===== src/rtl/mbd_pkg.sv =====
`timescale 1ns / 1ps
package mbd_pkg;

  localparam int BOUNDARY_BYTES = 48;
  localparam int IDX_W = $clog2(BOUNDARY_BYTES);
  localparam int LEN_W = $clog2(BOUNDARY_BYTES + 1);

  localparam logic [7:0] CH_CR = 8'h0D;
  localparam logic [7:0] CH_LF = 8'h0A;

  typedef enum logic [2:0] {
    PH_LEARN   = 3'd0,
    PH_HEADERS = 3'd1,
    PH_CONTENT = 3'd2,
    PH_TRAIL1  = 3'd3,
    PH_TRAIL2  = 3'd4,
    PH_IDLE    = 3'd5
  } phase_t;

  typedef enum logic [2:0] {
    K_CONTENT   = 3'd0,
    K_HEADER    = 3'd1,
    K_FIELD_END = 3'd2,
    K_FORM_END  = 3'd3,
    K_ERROR     = 3'd4
  } kind_t;

  typedef enum logic [2:0] {
    ST_WAIT,
    ST_DECIDE,
    ST_FRD,
    ST_FOUT,
    ST_FINAL
  } state_t;

  typedef struct packed {
    logic load;
    logic commit;
    logic sel_flush;
    logic flush_start;
    logic flush_step;
    logic clr_mc;
    logic emit_flush;
    logic emit_final;
  } cmd_t;

  typedef struct packed {
    logic flush_req;
    logic has_res;
    logic last_flush;
    logic out_free;
  } sts_t;

endpackage


===== src/rtl/mbd_ctrl.sv =====
`timescale 1ns / 1ps
module mbd_ctrl (
  input  logic          clk,
  input  logic          rst_n,
  input  logic          in_valid,
  output logic          in_stall,
  input  mbd_pkg::sts_t sts,
  output mbd_pkg::cmd_t cmd
);

  mbd_pkg::state_t state_r, state_nxt;

  always_ff @(posedge clk) begin
    if (!rst_n) begin
      state_r <= mbd_pkg::ST_WAIT;
    end else begin
      state_r <= state_nxt;
    end
  end

  always_comb begin
    state_nxt = state_r;
    cmd       = '0;
    in_stall  = 1'b1;
    unique case (state_r)
      mbd_pkg::ST_WAIT: begin
        in_stall = 1'b0;
        if (in_valid) begin
          cmd.load  = 1'b1;
          state_nxt = mbd_pkg::ST_DECIDE;
        end
      end
      mbd_pkg::ST_DECIDE: begin
        cmd.commit = 1'b1;
        if (sts.flush_req) begin
          cmd.flush_start = 1'b1;
          state_nxt       = mbd_pkg::ST_FRD;
        end else if (sts.has_res) begin
          state_nxt = mbd_pkg::ST_FINAL;
        end else begin
          state_nxt = mbd_pkg::ST_WAIT;
        end
      end
      mbd_pkg::ST_FRD: begin
        cmd.sel_flush = 1'b1;
        state_nxt     = mbd_pkg::ST_FOUT;
      end
      mbd_pkg::ST_FOUT: begin
        cmd.sel_flush = 1'b1;
        if (sts.out_free) begin
          cmd.emit_flush = 1'b1;
          if (sts.last_flush) begin
            cmd.clr_mc = 1'b1;
            state_nxt  = mbd_pkg::ST_FINAL;
          end else begin
            cmd.flush_step = 1'b1;
            state_nxt      = mbd_pkg::ST_FRD;
          end
        end
      end
      mbd_pkg::ST_FINAL: begin
        if (sts.out_free) begin
          cmd.emit_final = 1'b1;
          state_nxt      = mbd_pkg::ST_WAIT;
        end
      end
      default: state_nxt = mbd_pkg::ST_WAIT;
    endcase
  end

endmodule


===== src/rtl/mbd_dpath.sv =====
`timescale 1ns / 1ps
module mbd_dpath (
  input  logic          clk,
  input  logic          rst_n,
  input  logic [7:0]    in_data_byte,
  input  logic          in_stream_end,
  input  logic          out_stall,
  output logic          out_valid,
  output logic [7:0]    out_byte,
  output logic [2:0]    out_kind,
  output logic          out_last,
  input  mbd_pkg::cmd_t cmd,
  output mbd_pkg::sts_t sts
);

  localparam int IW = mbd_pkg::IDX_W;
  localparam int LW = mbd_pkg::LEN_W;

  // boundary store; entries 0 and 1 are the fixed CR LF prefix
  logic [7:0] mem [mbd_pkg::BOUNDARY_BYTES];
  logic [7:0] rd_data_r;
  logic       rd_lo_r;
  logic       rd_bit0_r;
  logic [IW-1:0] rd_addr;
  logic [7:0] store_q;

  logic [7:0]      byte_r;
  logic            end_r;
  mbd_pkg::phase_t phase_r, phase_nxt;
  logic [LW-1:0]   blen_r, blen_nxt;
  logic [LW-1:0]   mc_r, mc_nxt;
  logic [7:0]      tf_r, tf_nxt;
  logic            pcr_r, pcr_nxt;
  logic [1:0]      ll_r, ll_nxt;
  logic [IW-1:0]   flush_idx_r;
  mbd_pkg::kind_t  fin_kind_r, fin_kind;
  logic [7:0]      fin_byte_r, fin_byte;
  logic            wr_en;
  logic            has_res;
  logic            flush_req;
  logic            is_cr;
  logic            is_lf;

  logic            out_valid_r;
  logic [7:0]      out_byte_r;
  mbd_pkg::kind_t  out_kind_r;
  logic            out_last_r;

  assign rd_addr = cmd.sel_flush ? flush_idx_r : mc_r[IW-1:0];
  assign store_q = rd_lo_r ? (rd_bit0_r ? mbd_pkg::CH_LF : mbd_pkg::CH_CR) : rd_data_r;

  always_ff @(posedge clk) begin
    if (cmd.commit && wr_en) begin
      mem[blen_r[IW-1:0]] <= byte_r;
    end
    rd_data_r <= mem[rd_addr];
    rd_lo_r   <= (rd_addr < IW'(2));
    rd_bit0_r <= rd_addr[0];
  end

  assign is_cr = (byte_r == mbd_pkg::CH_CR);
  assign is_lf = (byte_r == mbd_pkg::CH_LF);

  always_comb begin
    phase_nxt = phase_r;
    blen_nxt  = blen_r;
    mc_nxt    = mc_r;
    tf_nxt    = tf_r;
    pcr_nxt   = pcr_r;
    ll_nxt    = ll_r;
    wr_en     = 1'b0;
    has_res   = 1'b0;
    flush_req = 1'b0;
    fin_kind  = mbd_pkg::K_CONTENT;
    fin_byte  = '0;
    if (end_r) begin
      if (phase_r != mbd_pkg::PH_IDLE) begin
        has_res   = 1'b1;
        fin_kind  = mbd_pkg::K_FORM_END;
        flush_req = (phase_r == mbd_pkg::PH_CONTENT) && (mc_r != '0);
      end
      phase_nxt = mbd_pkg::PH_IDLE;
    end else begin
      unique case (phase_r)
        mbd_pkg::PH_LEARN: begin
          if (is_lf) begin
            if (pcr_r && blen_r > LW'(2)) begin
              // drop the stored CR of the boundary line
              blen_nxt  = blen_r - LW'(1);
              phase_nxt = mbd_pkg::PH_HEADERS;
              ll_nxt    = '0;
              pcr_nxt   = 1'b0;
            end else begin
              has_res   = 1'b1;
              fin_kind  = mbd_pkg::K_ERROR;
              phase_nxt = mbd_pkg::PH_IDLE;
            end
          end else if (blen_r >= LW'(mbd_pkg::BOUNDARY_BYTES)) begin
            has_res   = 1'b1;
            fin_kind  = mbd_pkg::K_ERROR;
            phase_nxt = mbd_pkg::PH_IDLE;
          end else begin
            wr_en    = 1'b1;
            blen_nxt = blen_r + LW'(1);
            pcr_nxt  = is_cr;
          end
        end
        mbd_pkg::PH_HEADERS: begin
          if (is_lf && !pcr_r) begin
            has_res   = 1'b1;
            fin_kind  = mbd_pkg::K_ERROR;
            phase_nxt = mbd_pkg::PH_IDLE;
          end else begin
            has_res  = 1'b1;
            fin_kind = mbd_pkg::K_HEADER;
            fin_byte = byte_r;
            if (is_lf) begin
              // empty line ends the header block
              if (ll_r == 2'd1) begin
                phase_nxt = mbd_pkg::PH_CONTENT;
                mc_nxt    = '0;
              end
              ll_nxt  = '0;
              pcr_nxt = 1'b0;
            end else begin
              if (ll_r != 2'd3) begin
                ll_nxt = ll_r + 2'd1;
              end
              pcr_nxt = is_cr;
            end
          end
        end
        mbd_pkg::PH_CONTENT: begin
          if (mc_r < blen_r && byte_r == store_q) begin
            if (({1'b0, mc_r} + (LW+1)'(1)) >= {1'b0, blen_r}) begin
              has_res   = 1'b1;
              fin_kind  = mbd_pkg::K_FIELD_END;
              mc_nxt    = '0;
              phase_nxt = mbd_pkg::PH_TRAIL1;
            end else begin
              mc_nxt = mc_r + LW'(1);
            end
          end else begin
            // held bytes go out first, breaking byte last
            flush_req = (mc_r != '0);
            has_res   = 1'b1;
            fin_kind  = mbd_pkg::K_CONTENT;
            fin_byte  = byte_r;
          end
        end
        mbd_pkg::PH_TRAIL1: begin
          tf_nxt    = byte_r;
          phase_nxt = mbd_pkg::PH_TRAIL2;
        end
        mbd_pkg::PH_TRAIL2: begin
          if (tf_r == mbd_pkg::CH_CR && is_lf) begin
            phase_nxt = mbd_pkg::PH_HEADERS;
            ll_nxt    = '0;
            pcr_nxt   = 1'b0;
          end else begin
            has_res   = 1'b1;
            fin_kind  = mbd_pkg::K_FORM_END;
            phase_nxt = mbd_pkg::PH_IDLE;
          end
        end
        default: phase_nxt = mbd_pkg::PH_IDLE;
      endcase
    end
  end

  always_ff @(posedge clk) begin
    if (cmd.load) begin
      byte_r <= in_data_byte;
      end_r  <= in_stream_end;
    end
    if (cmd.commit) begin
      tf_r       <= tf_nxt;
      fin_kind_r <= fin_kind;
      fin_byte_r <= fin_byte;
    end
    if (cmd.flush_start) begin
      flush_idx_r <= '0;
    end else if (cmd.flush_step) begin
      flush_idx_r <= flush_idx_r + IW'(1);
    end
  end

  always_ff @(posedge clk) begin
    if (!rst_n) begin
      phase_r <= mbd_pkg::PH_LEARN;
      blen_r  <= LW'(2);
      mc_r    <= '0;
      pcr_r   <= 1'b0;
      ll_r    <= '0;
    end else begin
      if (cmd.commit) begin
        phase_r <= phase_nxt;
        blen_r  <= blen_nxt;
        mc_r    <= mc_nxt;
        pcr_r   <= pcr_nxt;
        ll_r    <= ll_nxt;
      end else if (cmd.clr_mc) begin
        mc_r <= '0;
      end
    end
  end

  // output register
  always_ff @(posedge clk) begin
    if (!rst_n) begin
      out_valid_r <= 1'b0;
    end else if (cmd.emit_flush || cmd.emit_final) begin
      out_valid_r <= 1'b1;
    end else if (!out_stall) begin
      out_valid_r <= 1'b0;
    end
  end

  always_ff @(posedge clk) begin
    if (cmd.emit_flush) begin
      out_byte_r <= store_q;
      out_kind_r <= mbd_pkg::K_CONTENT;
      out_last_r <= 1'b0;
    end else if (cmd.emit_final) begin
      out_byte_r <= fin_byte_r;
      out_kind_r <= fin_kind_r;
      out_last_r <= 1'b1;
    end
  end

  assign out_valid = out_valid_r;
  assign out_byte  = out_byte_r;
  assign out_kind  = out_kind_r;
  assign out_last  = out_last_r;

  assign sts.flush_req  = flush_req;
  assign sts.has_res    = has_res;
  assign sts.last_flush = (({1'b0, flush_idx_r} + (IW+1)'(1)) == (IW+1)'(mc_r));
  assign sts.out_free   = !out_valid_r || !out_stall;

endmodule


===== src/rtl/multipart_boundary_deframer.sv =====
`timescale 1ns / 1ps
// Multipart form body deframer: one body byte per input transfer, tagged content or
// header bytes and field-end, form-end and error markers per output transfer, with
// out_last on the final result of each input. A byte is accepted (ST_WAIT), decoded
// (ST_DECIDE) and its tagged byte or marker, if any, issued (ST_FINAL); each held
// partial-match byte released on a mismatch or stream end adds ST_FRD and ST_FOUT
// (one registered store read port). Output stall only adds waits. No clearing pass.
module multipart_boundary_deframer (
  input  logic       clk,
  input  logic       rst_n,
  input  logic       in_valid,
  output logic       in_stall,
  input  logic [7:0] in_data_byte,
  input  logic       in_stream_end,
  output logic       out_valid,
  input  logic       out_stall,
  output logic [7:0] out_byte,
  output logic [2:0] out_kind,
  output logic       out_last
);

  mbd_pkg::cmd_t cmd;
  mbd_pkg::sts_t sts;

  mbd_ctrl u_ctrl (
    .clk      (clk),
    .rst_n    (rst_n),
    .in_valid (in_valid),
    .in_stall (in_stall),
    .sts      (sts),
    .cmd      (cmd)
  );

  mbd_dpath u_dpath (
    .clk           (clk),
    .rst_n         (rst_n),
    .in_data_byte  (in_data_byte),
    .in_stream_end (in_stream_end),
    .out_stall     (out_stall),
    .out_valid     (out_valid),
    .out_byte      (out_byte),
    .out_kind      (out_kind),
    .out_last      (out_last),
    .cmd           (cmd),
    .sts           (sts)
  );

endmodule


===== config.mk =====
export PLATFORM = sky130hd
export DESIGN_NAME = multipart_boundary_deframer
export DESIGN_NICKNAME = d
export VERILOG_FILES = /design/src/rtl/mbd_pkg.sv /design/src/rtl/mbd_ctrl.sv /design/src/rtl/mbd_dpath.sv /design/src/rtl/multipart_boundary_deframer.sv
export SDC_FILE = /design/constraint.sdc
export NUM_CORES = 1
export LEC_CHECK = 0
export BUFFER_PORTS_ARGS = -buffer_cell sky130_fd_sc_hd__clkbuf_2
export CORE_MARGIN = 5
export CORE_UTILIZATION = 57
export CTS_BUF_LIST = sky130_fd_sc_hd__clkbuf_4 sky130_fd_sc_hd__clkbuf_8
export CTS_CLUSTER_SIZE = 30
export DETAILED_ROUTE_END_ITERATION = 12
export PLACE_DENSITY = 0.73
export SLEW_MARGIN = 15
export SYNTH_ARGS = -nofsm -noshare
export SYNTH_HDL_FRONTEND = slang
export SYNTH_SLANG_ARGS = --single-unit

===== constraint.sdc =====
create_clock -name clk -period 9.6 [get_ports clk]
set_input_delay 2.88 -clock clk [delete_from_list [all_inputs] [get_ports clk]]
set_output_delay 2.88 -clock clk [all_outputs]
set_load 0.01 [all_outputs]

==> results.json <==
{
  "die_area_um2": 37800,
  "vias_per_cell": 6.17,
  "synthTopCellsByArea": "edfxtp_1 65%, nand2_1 5.4%, dfxtp_1 4.3%",
  "grt_pass1_wl_mm": 71.3,
  "finalWorstSetupSlack_ps": 5150,
  "synth_edf_count": 420,
  "drc": 0,
  "die_width_um": 194,
  "regArea_um2": 13500,
  "yosys-mux-area-fraction": 0.0544,
  "final_nets": 1538,
  "rsz0062_at_grt": "no",
  "multi_input_area_um2": 5550,
  "synthAdderAreaFrac": 0.0146,
  "fmax_mhz": 225,
  "track_usage": 0.245,
  "clock-sinks": 462,
  "fin_util": 0.636,
  "yosys.area_share.simple": 0.130,
  "yosysTopAreaCell": "edfxtp_1",
  "swShare": 0.209,
  "critPathCaptureType": "register",
  "synth-compound-area-share": 0.0743,
  "initial_core_util": 0.578,
  "clk_latency_ps": 600,
  "cts_resized": 0,
  "async_flop_share": 0,
  "skew_ps": 27.4,
  "ys_warn_count": 0,
  "netlist_instances": 1455,
  "io_buffers": 26,
  "synthDistinctLibCells": 72,
  "crit_chain": "buf_4 -> nor4_2 -> nand4_2 -> inv_1 -> and3_1 -> o21ai_0 -> buf_4 -> nor3_1 -> nand3_1 -> nor2_1",
  "wl_mm": 46.9,
  "grt_pass1_vias": 12000,
  "fin_crit_sh": 0.464,
  "cts_hold_buf": 0,
  "p_int_mw": 3.10,
  "min_path_type": "register to register",
  "yosysMostFrequentCell": "edfxtp_1",
  "synth-seq-cells": 462,
  "cts_made_buffers": 73,
  "p_total_mw": 3.92,
  "worst_path_max_delay_cell": "nor2_1",
  "syn_area_per_cell_um2": 13.3,
  "p_sw_mw": 0.820,
  "status": "finished clean",
  "synth_top_family_by_area": "simple AND/OR/NAND/NOR gates",
  "h-tree-depth": 3,
  "antenna_found_initial": 0,
  "ios": 27,
  "fillers": 2490,
  "clockBufferDepth": 3,
  "yosysSeqAreaShare": 0.695,
  "tns_ps": 0,
  "combPwrFrac": 0.026,
  "slew_headroom": 0.205,
  "arrival_ps": 4660,
  "crit_type": "register to register",
  "cp.required_ps": 9810,
  "slew_viol_final": 0,
  "startpoint_type": "register",
  "power_density_nw_per_um2": 184,
  "antenna_left": 0,
  "place.gp.congestion": 0.881,
  "timing_hold_violations_final": 0,
  "coreArea_um2": 33500,
  "post_cts_buffers": 0,
  "setup_viol": 0,
  "drv_cap": 0,
  "wire_per_inst_um": 23.4,
  "synth_top_area_share": 0.651,
  "p_seq_frac": 0.568,
  "cpMostUsedCell": "buf_4",
  "num_vias": 12400,
  "hpwl_mm": 29.0,
  "cts_tree": "done",
  "cts-root-buf": "clkbuf_8",
  "row_count": 67,
  "syn_nets": 1490,
  "layout-drive-gt1-share": 0.130,
  "ys.flop_type": "edfxtp_1",
  "area_growth_pct": 10.0,
  "max_stage_delay_ps": 750,
  "final.min_clock_period_ps": 4450,
  "peakVddDrop_v": 0.000176,
  "tightest_slew_ps": 1160,
  "grt_max_degree": 73,
  "synth_commonest_cells": "420 x edfxtp_1, 278 x nand2_1, 112 x nor2_1",
  "p_leak_nw": 7.10,
  "netlist_area_um2": 19400,
  "grt-ovfl-total": 0,
  "drt_first_pass_iters": 6,
  "clkTransAtPathRegs_ps": 60,
  "place_ws_ps": 5220,
  "clkPwrFrac": 0.406,
  "drt_iter0_drc": 1297,
  "die_height_um": 194,
  "cp_max_fo": 52,
  "synth-xor-area-share": 0.0109
}
cells by family (layout without fill, tap and decap cells):
logic type               Yosys count  count (layout)
AO/OA/AOI/OAI                    219             219
other                              0               1
buffers and inverters             95             197
adder cells (fa/ha/maj)           22              22
flip-flops                       462             462
AND/OR/NAND/NOR                  567             567
multiplexers                      66              66
XOR/XNOR                          24              24
per-stage QoR:
stage | hold slack (ps) | cell area (um2) | cells
floorplan | 453 | 19400 | 1455
global placement | 468 | 19900 | 1876
detailed placement | 467 | 19900 | 1876
CTS | 483 | 21300 | 2005
global route | 527 | 21300 | 2005
finish | 483 | 21300 | 2006
sequential cells by signal (all words and copies together) (netlist names), 2 cells and up:
name,flops
u_dpath.tf_r,8
u_ctrl.state_r,3
u_dpath.out_kind,3
u_dpath.mem,384
u_dpath.byte_r,8
u_dpath.mc_r,6
u_dpath.blen_r,6
u_dpath.out_byte,8
u_dpath.flush_idx_r,6
u_dpath.phase_r,3
u_dpath.ll_r,2
u_dpath.fin_byte_r,8
u_dpath.fin_kind_r,3
u_dpath.rd_data_r,8
area by class of cell:
| type | instances | share of cell area |
|---|---|---|
| Antenna cell | 1 | 0.000117 |
| Sequential cell | 462 | 0.631 |
| Inverter | 23 | 0.00417 |
| Timing Repair Buffer | 45 | 0.0128 |
| Multi-Input combinational cell | 898 | 0.260 |
| Clock buffer | 101 | 0.0582 |
| Tap cell | 448 | 0.0263 |
| Clock inverter | 28 | 0.00681 |
critical path, delay by kind of cell, from the launching register on:
family                 cells  cell delay [ps]
AOI/OAI and AO/OA          1              100
and+or+nand+nor            6             2720
DFF                        1              350
buffers and inverters      3              880
cell usage in the layout, fill, tap and decap left out, types with 12 or more instances in the layout:
| cell | count |
|---|---|
| edfxtp_1 | 420 |
| nand2_1 | 278 |
| nor2_1 | 112 |
| clkbuf_8 | 77 |
| a21oi_1 | 76 |
| nand3_1 | 56 |
| dfxtp_1 | 42 |
| o21ai_0 | 31 |
| mux4_2 | 30 |
| mux2i_1 | 29 |
| clkbuf_2 | 26 |
| clkbuf_4 | 24 |
| nor3_1 | 23 |
| clkinv_1 | 23 |
| inv_1 | 22 |
| ha_1 | 21 |
| buf_4 | 19 |
| and2_1 | 18 |
| a2111oi_0 | 18 |
| and3_1 | 16 |
| xnor2_1 | 15 |
| a31oi_1 | 12 |
power by group through the flow:
stage          sequential [mW]  combinational (mW)  clock (mW)
6_report                  2.23               0.101        1.59
3_5_place_dp              2.27               0.102           0
5_1_grt                   2.23               0.110        1.71
3_3_place_gp              2.27              0.0988           0
2_1_floorplan             2.28              0.0376           0
4_1_cts                   2.23               0.102        1.61
path summary, 6_finish.rpt:
kind	depth (start not counted)	slack, ps	startpoint	to
worst min register to register	2	480	u_dpath.out_last	u_dpath.out_last
worst min-delay path	2	480	u_dpath.out_last	u_dpath.out_last
worst max-delay path	10	5150	u_dpath.byte_r[4]	u_dpath.mem[14][6]
worst max register to register	10	5150	u_dpath.byte_r[4]	u_dpath.mem[14][6]
per-layer routing:
metal  vias to the layer above  global-route usage  routed length (um)
met4                         0              0.0799                1170
met5                         -                   0                   0
met2                       625               0.395               22800
met1                      6114               0.342               18900
met3                        85              0.0500                4040
li1                       5552                   -                   -
Power figures use the tool's default switching activity.
